--- src/hdl/rmq_pkg.sv ---
// shared types and constants for the rotation matrix to quaternion block
package rmq_pkg;

	localparam int DATA_WIDTH = 16;
	localparam int FRAC_BITS  = DATA_WIDTH - 2;
	// signed width of t and of the off-diagonal sums
	localparam int SUM_WIDTH  = DATA_WIDTH + 2;
	// magnitude width of a term, also the width of a positive t
	localparam int MAG_WIDTH  = DATA_WIDTH + 1;
	// width of mag^2 scaled by 2^FRAC_BITS
	localparam int REM_WIDTH  = 3 * DATA_WIDTH;
	// signed accumulator width for the root search
	localparam int ACC_WIDTH  = 3 * DATA_WIDTH + 5;
	localparam int LANES      = 4;

	typedef struct packed {
		logic signed [DATA_WIDTH-1:0] m_xx;
		logic signed [DATA_WIDTH-1:0] m_xy;
		logic signed [DATA_WIDTH-1:0] m_xz;
		logic signed [DATA_WIDTH-1:0] m_yx;
		logic signed [DATA_WIDTH-1:0] m_yy;
		logic signed [DATA_WIDTH-1:0] m_yz;
		logic signed [DATA_WIDTH-1:0] m_zx;
		logic signed [DATA_WIDTH-1:0] m_zy;
		logic signed [DATA_WIDTH-1:0] m_zz;
	} mat_t;

	typedef struct packed {
		logic signed [DATA_WIDTH-1:0] quat_x;
		logic signed [DATA_WIDTH-1:0] quat_y;
		logic signed [DATA_WIDTH-1:0] quat_z;
		logic signed [DATA_WIDTH-1:0] quat_w;
		logic                         degenerate;
	} quat_t;

	// one component in the bit-by-bit root search
	typedef struct packed {
		logic [DATA_WIDTH-1:0]        n;
		logic signed [ACC_WIDTH-1:0]  p;   // (2n-1)^2 * t
		logic signed [ACC_WIDTH-1:0]  q;   // (2n-1) * t
		logic [REM_WIDTH-1:0]         r;   // mag^2 * 2^FRAC_BITS
		logic                         pos;
		logic                         neg;
	} lane_t;

	typedef struct packed {
		logic [MAG_WIDTH-1:0]   t;
		logic                   degen;
		lane_t [LANES-1:0]      lanes;
	} work_t;

endpackage

--- src/hdl/rmq_step.sv ---
// one bit of the scaled root search for all four components
module rmq_step import rmq_pkg::*; #(
	parameter int BIT = 0
) (
	input  logic  clk,
	input  logic  arst_n,
	input  logic  en,
	input  logic  valid_in,
	input  work_t work_in,
	output logic  valid_out,
	output work_t work_out
);

	logic                        valid_sn;
	work_t                       work_sn;
	work_t                       work_c;
	logic signed [ACC_WIDTH-1:0] t_acc;
	logic signed [ACC_WIDTH-1:0] pc [LANES];
	logic signed [ACC_WIDTH-1:0] qc [LANES];
	logic                        fit [LANES];

	// candidate n | 2^BIT, (2c-1)^2 t grown by shifts and adds only
	always_comb begin
		work_c = work_in;
		t_acc  = signed'({{(ACC_WIDTH-MAG_WIDTH){1'b0}}, work_in.t});
		for (int i = 0; i < LANES; i++) begin
			pc[i]  = work_in.lanes[i].p + (work_in.lanes[i].q <<< (BIT + 2))
			       + (t_acc <<< (2 * BIT + 2));
			qc[i]  = work_in.lanes[i].q + (t_acc <<< (BIT + 1));
			fit[i] = (pc[i] <= signed'({{(ACC_WIDTH-REM_WIDTH){1'b0}},
			          work_in.lanes[i].r}));
			// once the top bit is taken the value is final
			if (fit[i] && !work_in.lanes[i].n[DATA_WIDTH-1]) begin
				work_c.lanes[i].n[BIT] = 1'b1;
				work_c.lanes[i].p      = pc[i];
				work_c.lanes[i].q      = qc[i];
			end
		end
	end

	always_ff @(posedge clk or negedge arst_n) begin
		if (!arst_n) begin
			valid_sn <= 1'b0;
		end else if (en) begin
			valid_sn <= valid_in;
		end
	end

	always_ff @(posedge clk) begin
		if (en) begin
			work_sn <= work_c;
		end
	end

	assign valid_out = valid_sn;
	assign work_out  = work_sn;

endmodule

--- config.mk ---
export PLATFORM = sky130hd
export DESIGN_NAME = rmq_step
export DESIGN_NICKNAME = d
export VERILOG_FILES = /design/src/hdl/rmq_pkg.sv /design/src/hdl/rmq_step.sv
export SDC_FILE = /design/constraint.sdc
export NUM_CORES = 2
export LEC_CHECK = 0
export BUFFER_PORTS_ARGS = -buffer_cell sky130_fd_sc_hd__buf_2
export CELL_PAD_IN_SITES_DETAIL_PLACEMENT = 1
export CELL_PAD_IN_SITES_GLOBAL_PLACEMENT = 2
export CORE_AREA = 2 2 551 553
export CTS_BUF_LIST = sky130_fd_sc_hd__clkbuf_16
export DETAILED_ROUTE_END_ITERATION = 10
export DIE_AREA = 0 0 553 555
export PLACE_DENSITY_LB_ADDON = 0.1
export SYNTH_ARGS = -nofsm -noshare
export SYNTH_HDL_FRONTEND = slang
export SYNTH_SLANG_ARGS = --single-unit
--- constraint.sdc ---
create_clock -name clk -period 0.8 [get_ports clk]
set_input_delay 0.08 -clock clk [delete_from_list [all_inputs] [get_ports clk]]
set_output_delay 0.08 -clock clk [all_outputs]
set_load 0.01 [all_outputs]
* Word-level counts from Yosys, hierarchy flattened
Index checks and enable logic that the tools add are counted.
** Storage, ports and cells
- Flip-flop bits (word level) :: 707
- Bits of input ports :: 710
- Output and inout port bits :: 707
- Word-level logic and storage cells :: 59
** Operators by class
- $add $sub $neg :: 12
- Magnitude comparators :: 4
- Mux-type cells :: 4
- Reduce and logical (&&, ||, !) cells :: 8
** Operators with widths (count)
- 2-to-1 mux 106 bit :: 4
- adder 53 x 19 -> 53 bit :: 4
- adder 53 x 20 -> 53 bit :: 4
- adder 53 bit :: 4
- less-or-equal comparator 53 x 49 -> 1 bit :: 4
- logical AND 1 bit :: 4
- zero test 1 bit :: 4

* Depth between registers and ports, before layout
- Depth after elaboration :: 5
- Gate-level depth with buffers :: 31

* Worst setup path before layout
OpenSTA, ideal clock, no wires.
- Path type :: input -> register
- Start :: input port work_in[51] (netlist name)
- End :: register work_sn (netlist bit work_out[118]), data pin
- Data arrival time :: 5945 ps
- Required time :: 540 ps
- Path slack :: -5405 ps
- Cell stages on the path :: 30
- Cells stage by stage :: fa_1 > ha_1 > fa_1 > a211oi_2 > o21ai_0 > o211a_1 > o21ai_0 > o2bb2ai_1 > o31ai_1 > o22ai_1 > nor3b_1 > nand3_1 > nand2_1 > a31oi_1 > xnor2_1 > ha_1 > a21o_1 > a21o_1 > a21oi_1 > nor2_1 > a2111oi_0 > nor2_1 > nor3b_1 > a21oi_1 > or3_1 > o31a_1 > nor2_1 > buf_2 > buf_4 > mux2_2
** RTL lines
- start, declared :: RTL line rmq_step.sv:9 : input work_t work_in,
- end signal, assigned :: RTL line rmq_step.sv:51 : work_sn <= work_c;
- end, declared :: RTL line rmq_step.sv:15 : work_t work_sn;

==> metrics list <==
* Outcome: complete, but fails checks
- Violations in the final reports: negative hold slack, negative setup slack
- End-of-flow core utilization: 0.3080
- Mapped Cells: 4372
* Crit-path max cell delay: 510 ps
- In this run, synthesis produced a sequential element count of 707.
- A synthesized cell averages 11.11 um2.
- Cell internal power was estimated by the tool at 115.5 mW.
- Psw: 64.58 mW
* Clk network pwr share: 0.256
- In this run the worst path has a maximum fanout of 7.
- Share of flip-flops with an asynchronous set or reset: 0.001414
- Clock H-tree levels: 3
- Setup Skew: 0 ps
- Via count: 52080
* Unrepaired setup endpoints after global routing: yes
- Residual antenna-violating net count after detailed routing: 0
- Largest net degree at the start of global routing: 50
- For this design the ratio of total power to cell area is 1941 nW/um2.
- Total gr overflow: 0
- The final layout contains routed wiring with a total length of 320600 um.
- Detailed-route wire length per cell: 25.33 um
- Crit path top cell by count: sky130_fd_sc_hd__buf_12
* Final slew viol count: 0
- In this run the static leakage power is 43.09 nW.
* Number of nets in the synthesized netlist: 5746
- The count of buffers added on input and output ports is 1416.
- The floorplan has 202 rows.
- Across every metal layer, demand over resource in global routing totals 0.2025.
- Final estimated routing congestion in global placement: 0.8097
- Switching part of the total: 0.3585
- Netlist cell types: 83
- The floorplan step set the die height to 555 um.
- Filler Cells Inserted: 34190
* Overall die area: 306900 um2
- The slowest stage of the critical path is the sky130_fd_sc_hd__fa_1 cell.
- Combinational Power Share: 0.477
* Worst slew pin tran: 938.7 ps
- At the worst endpoint, the required time is 1360 ps.
- Longest Clk Path Bufs: 4
* Starting DRC count in detailed routing: 2008
* TritonCTS clock tree: done
- Final worst path period need: 5865 ps
* Total half-perimeter wirelength after legalization and detailed placement: 259900 um
* Worst Hold Class: input pin to register
- The worst-case IR drop observed on VDD is 1.607 mV.
- Length of the first detailed-routing pass in iterations: 5
- Across all hold checks on the routed design, the worst slack comes to -474.6 ps.
* # Max-Cap Violations: 0
- Achievable Freq: 0.1705 GHz
- After layout, the worst setup slack is -5065 ps.
- Area growth syn-to-layout: 90.97%
- Source-to-sink clock delay at the later pin of the worst-skew pair: 810 ps
* Startpoint type of the worst setup path: input pin
- Max-Slew Margin vs Limit: 0.3721
- After detailed routing, the number of remaining DRC violations is 0.
- Clock tree sinks: 707
- The synthesized netlist occupies a cell area of 48590 um2.
* Worst setup path class: input pin to register
- Data arrival time of the worst path: 6420 ps
* Via density per instance: 4.115
- Clock-pin slew reported for the worst setup and hold paths after clock tree synthesis: 60 ps
- The net count of the finished layout is 9936.
- In the finished design, the share of the clock period the worst path needs comes to 7.331.
* Synthesis Warnings: 0
- Initial antenna violation count: 129
- EDFF count, synth: 706
- From left edge to right edge, the die measures 553 um.
* Starting density of the core: 0.1613
* Global-route wire length before repair: 441600 um
* I/O Pins: 1417
- Count of endpoints failing hold in the final timing report: 10
* Fraction of the yosys area taken by sequential cells: 0.4368
* # setup viols final: 1511
- Number of CTS-inserted buffers: 105
* Core outline area: 301300 um2
- Ys flop type: sky130_fd_sc_hd__edfxtp_1
- The via count of the first global-routing pass is 57390.
- The worst setup path is captured at a register.
- The root buffer cell chosen for the clock tree is sky130_fd_sc_hd__clkbuf_16.
- Of the total power, registers draw 0.266.
* Proportion of layout cells with a drive suffix above 1: 0.4757
==> what timing repair did <==
action	in CTS	in global routing
buffers inserted	158	53
gates resized for setup	363	293
setup endpoints to repair	1123	1511
hold buffers	926	7
hold endpoints to repair	1064	17
pin swaps	159	180
gates cloned	22	8
==> sequential cells by signal (all words and copies together) (netlist names) <==
name,flops
valid_out,1
work_out,706
==> cells in the mapped netlist (all sizes together), types with 24 or more instances <==
cell | count | area [um2]
edfxtp | 706 | 21200
ha | 588 | 7357
a21oi | 307 | 1536
inv | 288 | 1081
nand2 | 286 | 1074
nor2 | 243 | 912.1
mux2 | 217 | 2444
xnor2 | 197 | 1725
o21ai | 194 | 970.9
xor2 | 174 | 1524
a21o | 167 | 1254
nand3 | 121 | 605.6
nand4 | 102 | 638.1
clkbuf | 87 | 326.6
fa | 76 | 1521
nor3 | 73 | 365.4
and3 | 52 | 325.3
o21bai | 42 | 315.3
a211oi | 35 | 272.8
nor2b | 33 | 206.5
buf | 29 | 162.7
o21a | 26 | 195.2
a31oi | 25 | 156.4
nand2b | 25 | 156.4
o211ai | 24 | 180.2
==> placed cells by master (no fill, tap or decap), drive strengths merged, types with 25 or more instances in the layout <==
cell type,n
a211oi,35
a21o,167
a21oi,307
a31oi,25
and3,52
buf,3259
clkbuf,118
clkinv,49
diode,34
dlygate4sd3,929
edfxtp,706
fa,76
ha,588
inv,311
mux2,217
nand2,286
nand2b,25
nand3,121
nand4,102
nor2,243
nor2b,33
nor3,73
o21a,26
o21ai,194
o21bai,42
xnor2,197
xor2,174
==> power groups by stage <==
| stage | clock network (mW) | logic, mW | registers [mW] |
|---|---|---|---|
| global placement | 0 | 72.3 | 48.8 |
| global route | 49.2 | 93.3 | 48.4 |
| CTS | 48.1 | 84.2 | 48.1 |
| floorplan | 0 | 29.1 | 50.3 |
| finish | 46.2 | 86.0 | 48.0 |
| detailed placement | 0 | 72.6 | 48.7 |
==> worst max-delay path, delay by kind of cell <==
| family | cells | cell delay, ps |
|---|---|---|
| multiplexers | 1 | 290 |
| adder cells (fa/ha/maj) | 3 | 1100 |
| AO/OA/AOI/OAI | 14 | 2760 |
| buffers and inverters | 8 | 1110 |
| AND/OR/NAND/NOR | 4 | 770 |
| XOR/XNOR | 1 | 250 |
==> worst paths after layout <==
path | startpoint | to | slack [ps] | depth (start not counted)
max in group asynchronous | arst_n | valid_out | 570 | 3
worst max-delay path | work_in[692] | work_out[632] | -5060 | 31
worst min-delay path | work_in[394] | work_out[394] | -470 | 1
min in group asynchronous | arst_n | valid_out | 130 | 3
worst max register to register | valid_out | valid_out | 30 | 1
worst min register to register | valid_out | valid_out | 540 | 1
==> layout make-up <==
| cell class | count | area (um2) | area share |
|---|---|---|---|
| timing repair buffer | 4199 | 32530 | 0.3505 |
| multi-input combinational | 3261 | 29640 | 0.3194 |
| sequential | 707 | 21230 | 0.2287 |
| tap | 3978 | 4977 | 0.05364 |
| clock buffer | 107 | 2678 | 0.02885 |
| inverter | 288 | 1081 | 0.01165 |
| clock inverter | 82 | 585.6 | 0.006310 |
| antenna | 34 | 85.08 | 0.0009168 |
==> stage by stage <==
step	instance area, um2	total power [mW]	TNS (ps)	instances	setup WS [ps]
after global placement	75180	121.1	-2881690	11320	-6857
after detailed placement	75180	121.4	-2892250	11320	-6842
after floorplan	50410	79.40	-1905510	4372	-4839
after CTS	91110	180.4	-2650730	12590	-5253
after global routing	92760	190.9	-2728580	12640	-5292
final	92800	180.1	-2566220	12660	-5065
==> logic make-up (layout without fill, tap and decap cells) <==
family | count (synthesis) | after routing | share of synthesized area
simple gates | 1042 | 1042 | 0.1043
compound gates | 963 | 963 | 0.1259
flops | 707 | 707 | 0.4368
fa+ha+maj | 664 | 664 | 0.1827
buf+inv | 404 | 4676 | 0.03231
xor+xnor | 371 | 371 | 0.06687
mux | 221 | 221 | 0.05111
other cells | 0 | 34 | 0
==> routing by layer <==
metal  up-vias  routed length [um]  track usage
met5         -                 494            0
met4        82                9446      0.05628
met3       358               20570      0.05462
met2      1282              154300       0.3467
met1     25620              135800       0.2477
li1      24730                   -            -
Note: power is estimated with default switching activity, not from simulation.
