**src/hdl/rmq_pkg.sv**
```systemverilog
// shared types and constants for the rotation matrix to quaternion block
package rmq_pkg;

	localparam int DATA_WIDTH = 16;
	localparam int FRAC_BITS  = DATA_WIDTH - 2;
	// signed width of t and of the off-diagonal sums
	localparam int SUM_WIDTH  = DATA_WIDTH + 2;
	// magnitude width of a term, also the width of a positive t
	localparam int MAG_WIDTH  = DATA_WIDTH + 1;
	// width of mag^2 scaled by 2^FRAC_BITS
	localparam int REM_WIDTH  = 3 * DATA_WIDTH;
	// signed accumulator width for the root search
	localparam int ACC_WIDTH  = 3 * DATA_WIDTH + 5;
	localparam int LANES      = 4;

	typedef struct packed {
		logic signed [DATA_WIDTH-1:0] m_xx;
		logic signed [DATA_WIDTH-1:0] m_xy;
		logic signed [DATA_WIDTH-1:0] m_xz;
		logic signed [DATA_WIDTH-1:0] m_yx;
		logic signed [DATA_WIDTH-1:0] m_yy;
		logic signed [DATA_WIDTH-1:0] m_yz;
		logic signed [DATA_WIDTH-1:0] m_zx;
		logic signed [DATA_WIDTH-1:0] m_zy;
		logic signed [DATA_WIDTH-1:0] m_zz;
	} mat_t;

	typedef struct packed {
		logic signed [DATA_WIDTH-1:0] quat_x;
		logic signed [DATA_WIDTH-1:0] quat_y;
		logic signed [DATA_WIDTH-1:0] quat_z;
		logic signed [DATA_WIDTH-1:0] quat_w;
		logic                         degenerate;
	} quat_t;

	// one component in the bit-by-bit root search
	typedef struct packed {
		logic [DATA_WIDTH-1:0]        n;
		logic signed [ACC_WIDTH-1:0]  p;   // (2n-1)^2 * t
		logic signed [ACC_WIDTH-1:0]  q;   // (2n-1) * t
		logic [REM_WIDTH-1:0]         r;   // mag^2 * 2^FRAC_BITS
		logic                         pos;
		logic                         neg;
	} lane_t;

	typedef struct packed {
		logic [MAG_WIDTH-1:0]   t;
		logic                   degen;
		lane_t [LANES-1:0]      lanes;
	} work_t;

endpackage

```
**src/hdl/rmq_front.sv**
```systemverilog
// branch select, trace term and squared magnitudes (two stages)
module rmq_front import rmq_pkg::*; (
	input  logic  clk,
	input  logic  arst_n,
	input  logic  en,
	input  logic  valid_in,
	input  mat_t  mat,
	output logic  valid_out,
	output work_t work
);

	logic                        valid_s1;
	logic signed [SUM_WIDTH-1:0] t_s1;
	logic signed [SUM_WIDTH-1:0] v_s1 [LANES];
	logic                        valid_s2;
	work_t                       work_s2;

	logic signed [SUM_WIDTH-1:0] xx, xy, xz, yx, yy, yz, zx, zy, zz, one;
	logic signed [SUM_WIDTH-1:0] t_c;
	logic signed [SUM_WIDTH-1:0] v_c [LANES];

	// branch and sums
	always_comb begin
		xx  = SUM_WIDTH'(mat.m_xx);
		xy  = SUM_WIDTH'(mat.m_xy);
		xz  = SUM_WIDTH'(mat.m_xz);
		yx  = SUM_WIDTH'(mat.m_yx);
		yy  = SUM_WIDTH'(mat.m_yy);
		yz  = SUM_WIDTH'(mat.m_yz);
		zx  = SUM_WIDTH'(mat.m_zx);
		zy  = SUM_WIDTH'(mat.m_zy);
		zz  = SUM_WIDTH'(mat.m_zz);
		one = SUM_WIDTH'(1) <<< FRAC_BITS;
		if (zz < 0) begin
			if (xx > yy) begin
				t_c = one + xx - yy - zz;
				v_c[0] = t_c; v_c[1] = xy + yx; v_c[2] = zx + xz; v_c[3] = yz - zy;
			end else begin
				t_c = one - xx + yy - zz;
				v_c[0] = xy + yx; v_c[1] = t_c; v_c[2] = yz + zy; v_c[3] = zx - xz;
			end
		end else begin
			if (xx + yy < 0) begin
				t_c = one - xx - yy + zz;
				v_c[0] = zx + xz; v_c[1] = yz + zy; v_c[2] = t_c; v_c[3] = xy - yx;
			end else begin
				t_c = one + xx + yy + zz;
				v_c[0] = yz - zy; v_c[1] = zx - xz; v_c[2] = xy - yx; v_c[3] = t_c;
			end
		end
	end

	always_ff @(posedge clk or negedge arst_n) begin
		if (!arst_n) begin
			valid_s1 <= 1'b0;
		end else if (en) begin
			valid_s1 <= valid_in;
		end
	end

	always_ff @(posedge clk) begin
		if (en) begin
			t_s1 <= t_c;
			v_s1 <= v_c;
		end
	end

	// magnitudes, squares and search start values
	logic [MAG_WIDTH-1:0]        mag   [LANES];
	logic [2*MAG_WIDTH-1:0]      sq    [LANES];
	logic [MAG_WIDTH-1:0]        t_pos;
	logic signed [ACC_WIDTH-1:0] t_acc;
	work_t                       work_c;

	always_comb begin
		t_pos = t_s1[MAG_WIDTH-1:0];
		t_acc = signed'({{(ACC_WIDTH-MAG_WIDTH){1'b0}}, t_pos});
		work_c.t     = t_pos;
		work_c.degen = (t_s1 <= 0);
		for (int i = 0; i < LANES; i++) begin
			mag[i] = v_s1[i][SUM_WIDTH-1] ? MAG_WIDTH'(-v_s1[i]) : MAG_WIDTH'(v_s1[i]);
			sq[i]  = mag[i] * mag[i];
			work_c.lanes[i].n   = '0;
			work_c.lanes[i].p   = t_acc;
			work_c.lanes[i].q   = -t_acc;
			work_c.lanes[i].r   = REM_WIDTH'({sq[i], {FRAC_BITS{1'b0}}});
			work_c.lanes[i].pos = (v_s1[i] > 0);
			work_c.lanes[i].neg = v_s1[i][SUM_WIDTH-1];
		end
	end

	always_ff @(posedge clk or negedge arst_n) begin
		if (!arst_n) begin
			valid_s2 <= 1'b0;
		end else if (en) begin
			valid_s2 <= valid_s1;
		end
	end

	always_ff @(posedge clk) begin
		if (en) begin
			work_s2 <= work_c;
		end
	end

	assign valid_out = valid_s2;
	assign work      = work_s2;

endmodule

```
**config.mk**
```make
export PLATFORM = sky130hd
export DESIGN_NAME = rmq_front
export DESIGN_NICKNAME = d
export VERILOG_FILES = /design/src/hdl/rmq_pkg.sv /design/src/hdl/rmq_front.sv
export SDC_FILE = /design/constraint.sdc
export NUM_CORES = 2
export LEC_CHECK = 0
export ABC_AREA = 1
export BUFFER_PORTS_ARGS = -buffer_cell sky130_fd_sc_hd__buf_2
export CAP_MARGIN = 20
export CORE_ASPECT_RATIO = 1.2
export CORE_MARGIN = 10
export CORE_UTILIZATION = 35
export DETAILED_ROUTE_END_ITERATION = 8
export GPL_ROUTABILITY_DRIVEN = 0
export HOLD_SLACK_MARGIN = 0.03
export SLEW_MARGIN = 10
export SYNTH_ARGS = -nofsm -noshare
export SYNTH_HDL_FRONTEND = slang
export SYNTH_SLANG_ARGS = --single-unit
```
**constraint.sdc**
```tcl
create_clock -name clk -period 9.4 [get_ports clk]
set_clock_uncertainty 0.1 [all_clocks]
set_input_delay 0.94 -clock clk [delete_from_list [all_inputs] [get_ports clk]]
set_output_delay 0.94 -clock clk [all_outputs]
set_load 0.03 [all_outputs]
```
# Word-level counts from Yosys, hierarchy flattened
# Cells that the tools add are included.
[classes] magnitude_cmp=8 muxes=10 multipliers=4 add_sub_neg=22
[ops] operator="72-bit two-way mux" count=3
[ops] operator="17-bit by 17-bit multiplier with 34-bit output" count=4
[ops] operator="18-bit by 1-bit > comparator with 1-bit output (second input constant)" count=4
[ops] operator="16-bit by 16-bit adder with 17-bit output" count=4
[ops] operator="17-bit two-way mux" count=4
[ops] operator="17-bit negator" count=4
[ops] operator="18-bit two-way mux" count=3
[ops] operator="17-bit negator with 53-bit output" count=1
[ops] operator="16-bit by 16-bit subtractor with 17-bit output" count=3
[ops] operator="17-bit by 16-bit adder with 18-bit output" count=2
[ops] operator="18-bit by 16-bit adder with 18-bit output" count=2
[ops] operator="17-bit by 16-bit subtractor with 18-bit output" count=2
[ops] operator="18-bit by 16-bit subtractor with 18-bit output" count=2
[ops] operator="18-bit by 1-bit <= comparator with 1-bit output (second input constant)" count=1
[ops] operator="16-bit by 16-bit adder with 17-bit output (first input constant)" count=1
[ops] operator="17-bit by 1-bit less-than comparator with 1-bit output (second input constant)" count=1
[ops] operator="16-bit by 16-bit subtractor with 17-bit output (first input constant)" count=1
[ops] operator="16-bit > comparator" count=1
[ops] operator="16-bit by 1-bit less-than comparator with 1-bit output (second input constant)" count=1
[word_totals] output_inout_bits=707 in_bits=148 regBits=307 wordCells=66

# Longest topological paths before layout
[logic_depth] depth_word=5 mapped_depth=36 depth_no_buf=35

# Worst setup path before layout
# OpenSTA, ideal clock, no wires.
[synth_timing] kind="reg2reg" start="reg v_s1[0] (netlist name)" end="reg work_s2 (netlist bit work[558]) (data pin)" period_less_slack_ns=7.083 stages_incl_launch_ff=33 t_arrival_ns=6.720 required_ns=9.038 path_buffers=2 setup_time_ns=0.262 setup_slack_ns=2.317 path_cell_list="edfxtp_1 > inv_1 > buf_1 > ha_1 > inv_1 > nor3_2 > nand2_2 > nor2_4 > nand2_2 > nand2_4 > o21ai_2 > xor2_4 > inv_4 > buf_6 > nor2_2 > inv_2 > fa_1 > fa_1 > fa_1 > inv_1 > fa_1 > fa_1 > inv_1 > fa_1 > inv_1 > ha_1 > a21oi_1 > a21boi_0 > nor2_1 > nor2_1 > nand3_1 > a21oi_1 > xor2_1"
[synth_lines] element="from (decl)" line="rmq_front.sv:14" text="logic signed [SUM_WIDTH-1:0] v_s1 [LANES];"
[synth_lines] element="from (signal assigned)" line="rmq_front.sv:64" text="v_s1 <= v_c;"
[synth_lines] element="to (signal assigned)" line="rmq_front.sv:102" text="work_s2 <= work_c;"
[synth_lines] element="to (decl)" line="rmq_front.sv:16" text="work_t work_s2;"

==> impl_metrics.yaml <==
layout:
  area_delta_synth_final_pct: 6.05
  layout-drive-gt1-share: 0.0930
  fin_cells: 11000
  final_common_cell: "nand2_1"
  final_cell_mix: "nand2_1, inv_1, fa_1"
  nets: 10100
  postLayoutCoreUtil: 0.372
placement:
  portBuffers: 586
  dp.cells: 10900
  dp_hpwl_mm: 178
worst_setup_path:
  cpPeakStageDelay_ns: 0.56
  cp_common_cell: "inv_1"
  arrival_ns: 8.36
  worstSetupStartpointType: "flop"
  worstPathRequired_ns: 9.66
  crit_slowest_cell: "inv_1"
  path_max_fanout: 15
  cp-end-kind: "flop"
  path_class: "flop to flop"
sta:
  worstMarginPinSlew_ns: 1.09
  finalHoldViolCount: 0
  maxSlewHeadroom: 0.275
  rsz0062_at_grt: "no"
  setup_violations: 0
  finalCritPeriodShare: 0.862
  finalCriticalPeriod_ns: 8.10
  finalSetupTns_ns: 0
  slew_viol_final: 0
  hold_slack_ns: 0.367
  fmax_ghz: 0.123
grt:
  grt_pass1_vias: 55000
  grt_max_degree: 135
  antenna_found_initial: 68
  grtUsageTotal: 0.203
  overflow: 0
  grt_pass1_wl_mm: 317
run:
  cap_violations: 0
clock_tree:
  hold_buffers: 1
  cts_made_buffers: 37
  cts_setup_buffers: 0
  cts.htree.levels: 2
  cts-root-buf: "clkbuf_16"
  cts_tree: "done"
  clk_latency_ns: 0.63
  cts_sinks: 282
  cts_resized: 0
  path_clk_slew_ns: 0.06
  clk_path_buf_depth: 3
logic_synthesis:
  synth_xor_area_frac: 0.0387
  synthSimpleGateAreaFrac: 0.208
  synth-compound-area-share: 0.0491
  yosysSeqAreaShare: 0.133
  ys_warn_count: 0
  synth_top_family_by_area: "adder cells"
  synth_cells: 8240
  netlist_area_um2: 63400
  postSynth.asyncResetShare: 0.00709
  synth_seq_cells: 282
  synth_edf_count: 280
  synth-adder-area-share: 0.389
  synthDistinctLibCells: 59
  muxShareOfSynthArea: 0
  syn_avg_cell_area_um2: 7.69
  synth_ff_type: "edfxtp_1"
floorplan:
  die_w_um: 408
  die-area_um2: 199000
  io_pins: 855
  coreArea_um2: 181000
  start_util: 0.351
  rows: 171
  die_h_um: 486
route:
  routed_wl_mm: 207
  dr.pass1.iters: 8
  drcViolationCount: 0
  wl_per_cell_um: 18.9
  drtAntennaViolNets: 0
  vias_per_cell: 4.83
  vias: 53000
  drt_iter0_markers: 4533
outcome:
  status: "finished, final reports clean"
min_path:
  min_path_type: "flop to flop"
synth_stat cells, types with 5 or more instances:
cell type / n / area [um2]
nor2_1: 660 / 2480
nand4_1: 58 / 363
nor2_4: 11 / 124
and2_1: 7 / 43.8
nand2_1: 1807 / 6780
o21ai_1: 13 / 65.1
ha_1: 630 / 7880
o21bai_1: 45 / 338
o21ai_0: 151 / 756
edfxtp_1: 280 / 8410
buf_4: 531 / 3990
inv_1: 1785 / 6700
fa_1: 838 / 16800
xnor2_1: 49 / 429
nand2_2: 24 / 150
xor2_4: 5 / 138
inv_2: 35 / 131
buf_6: 7 / 78.8
clkbuf_1: 52 / 195
nor3_2: 8 / 80.1
a21o_1: 34 / 255
nor2_2: 8 / 50.1
a31oi_1: 5 / 31.3
buf_2: 64 / 320
or2_2: 9 / 56.3
nand3_1: 453 / 2270
a21oi_1: 287 / 1440
xor2_1: 201 / 1760
buf_1: 11 / 41.3
nor4_1: 6 / 37.5
o211ai_1: 8 / 60.1
and3_1: 7 / 43.8
xor2_2: 6 / 97.6
nor3_1: 65 / 325
nand3b_1: 41 / 308
kinds of logic (layout without fill, tap and decap cells):
kind of cell | count (synthesis) | in the layout
xor gates and xnor gates | 262 | 262
adders and majority gates | 1468 | 1468
AOI/OAI and AO/OA | 563 | 563
and+or+nand+nor | 3173 | 3173
other | 1 | 292
buffers and inverters | 2491 | 2504
DFF | 282 | 282
cell type report:
class | count | area (um2)
fillers | 19000 | 113000
multi-input cells | 5734 | 44400
flip-flops and latches | 282 | 8460
inverters | 1825 | 6850
repair buffers | 612 | 3160
well taps | 2422 | 3030
clock buffers | 39 | 933
clock inverters | 28 | 273
diodes | 24 | 60.1
worst max-delay path, delay by kind of cell (launching register included):
kind	cells	cell delay, ns
fa+ha+maj	8	3.61
buf+inv	7	1.14
compound gates	2	0.22
flops	1	0.52
simple gates	10	2.09
xor+xnor	1	0.16
worst paths after layout:
path	startpoint	end	slack, ns	cells past startpoint
min reg2reg	t_s1[13]	work[460]	0.37	0
max in group asynchronous	arst_n	valid_out	8.55	2
max	v_s1[36]	work[220]	1.30	28
min	t_s1[13]	work[460]	0.37	0
min in group asynchronous	arst_n	valid_s1	0.55	2
max reg2reg	v_s1[36]	work[220]	1.30	28
per-layer routing:
metal | global-route usage | vias up | part of all wire
met2 | 0.333 | 2180 | 0.45
met5 | 0 | - | 0.0020
met3 | 0.0435 | 449 | 0.089
met1 | 0.262 | 25500 | 0.42
met4 | 0.0739 | 60 | 0.041
li1 | - | 24800 | -
sequential cells by signal (all words and copies together), names as in the netlist:
name / cells
work: 190
valid_out: 1
t_s1: 18
valid_s1: 1
v_s1: 72
stage by stage:
stage	instance area (um2)	setup WS, ns
after CTS	67100	1.28
final	67200	1.30
after floorplan	64400	2.32
after global placement	65900	1.37
after detailed placement	65900	1.32
after global routing	67100	0.641
Power is left out: the tool's default activity adds up to more than one toggle a clock period on the data nets, which glitch-free logic cannot reach.
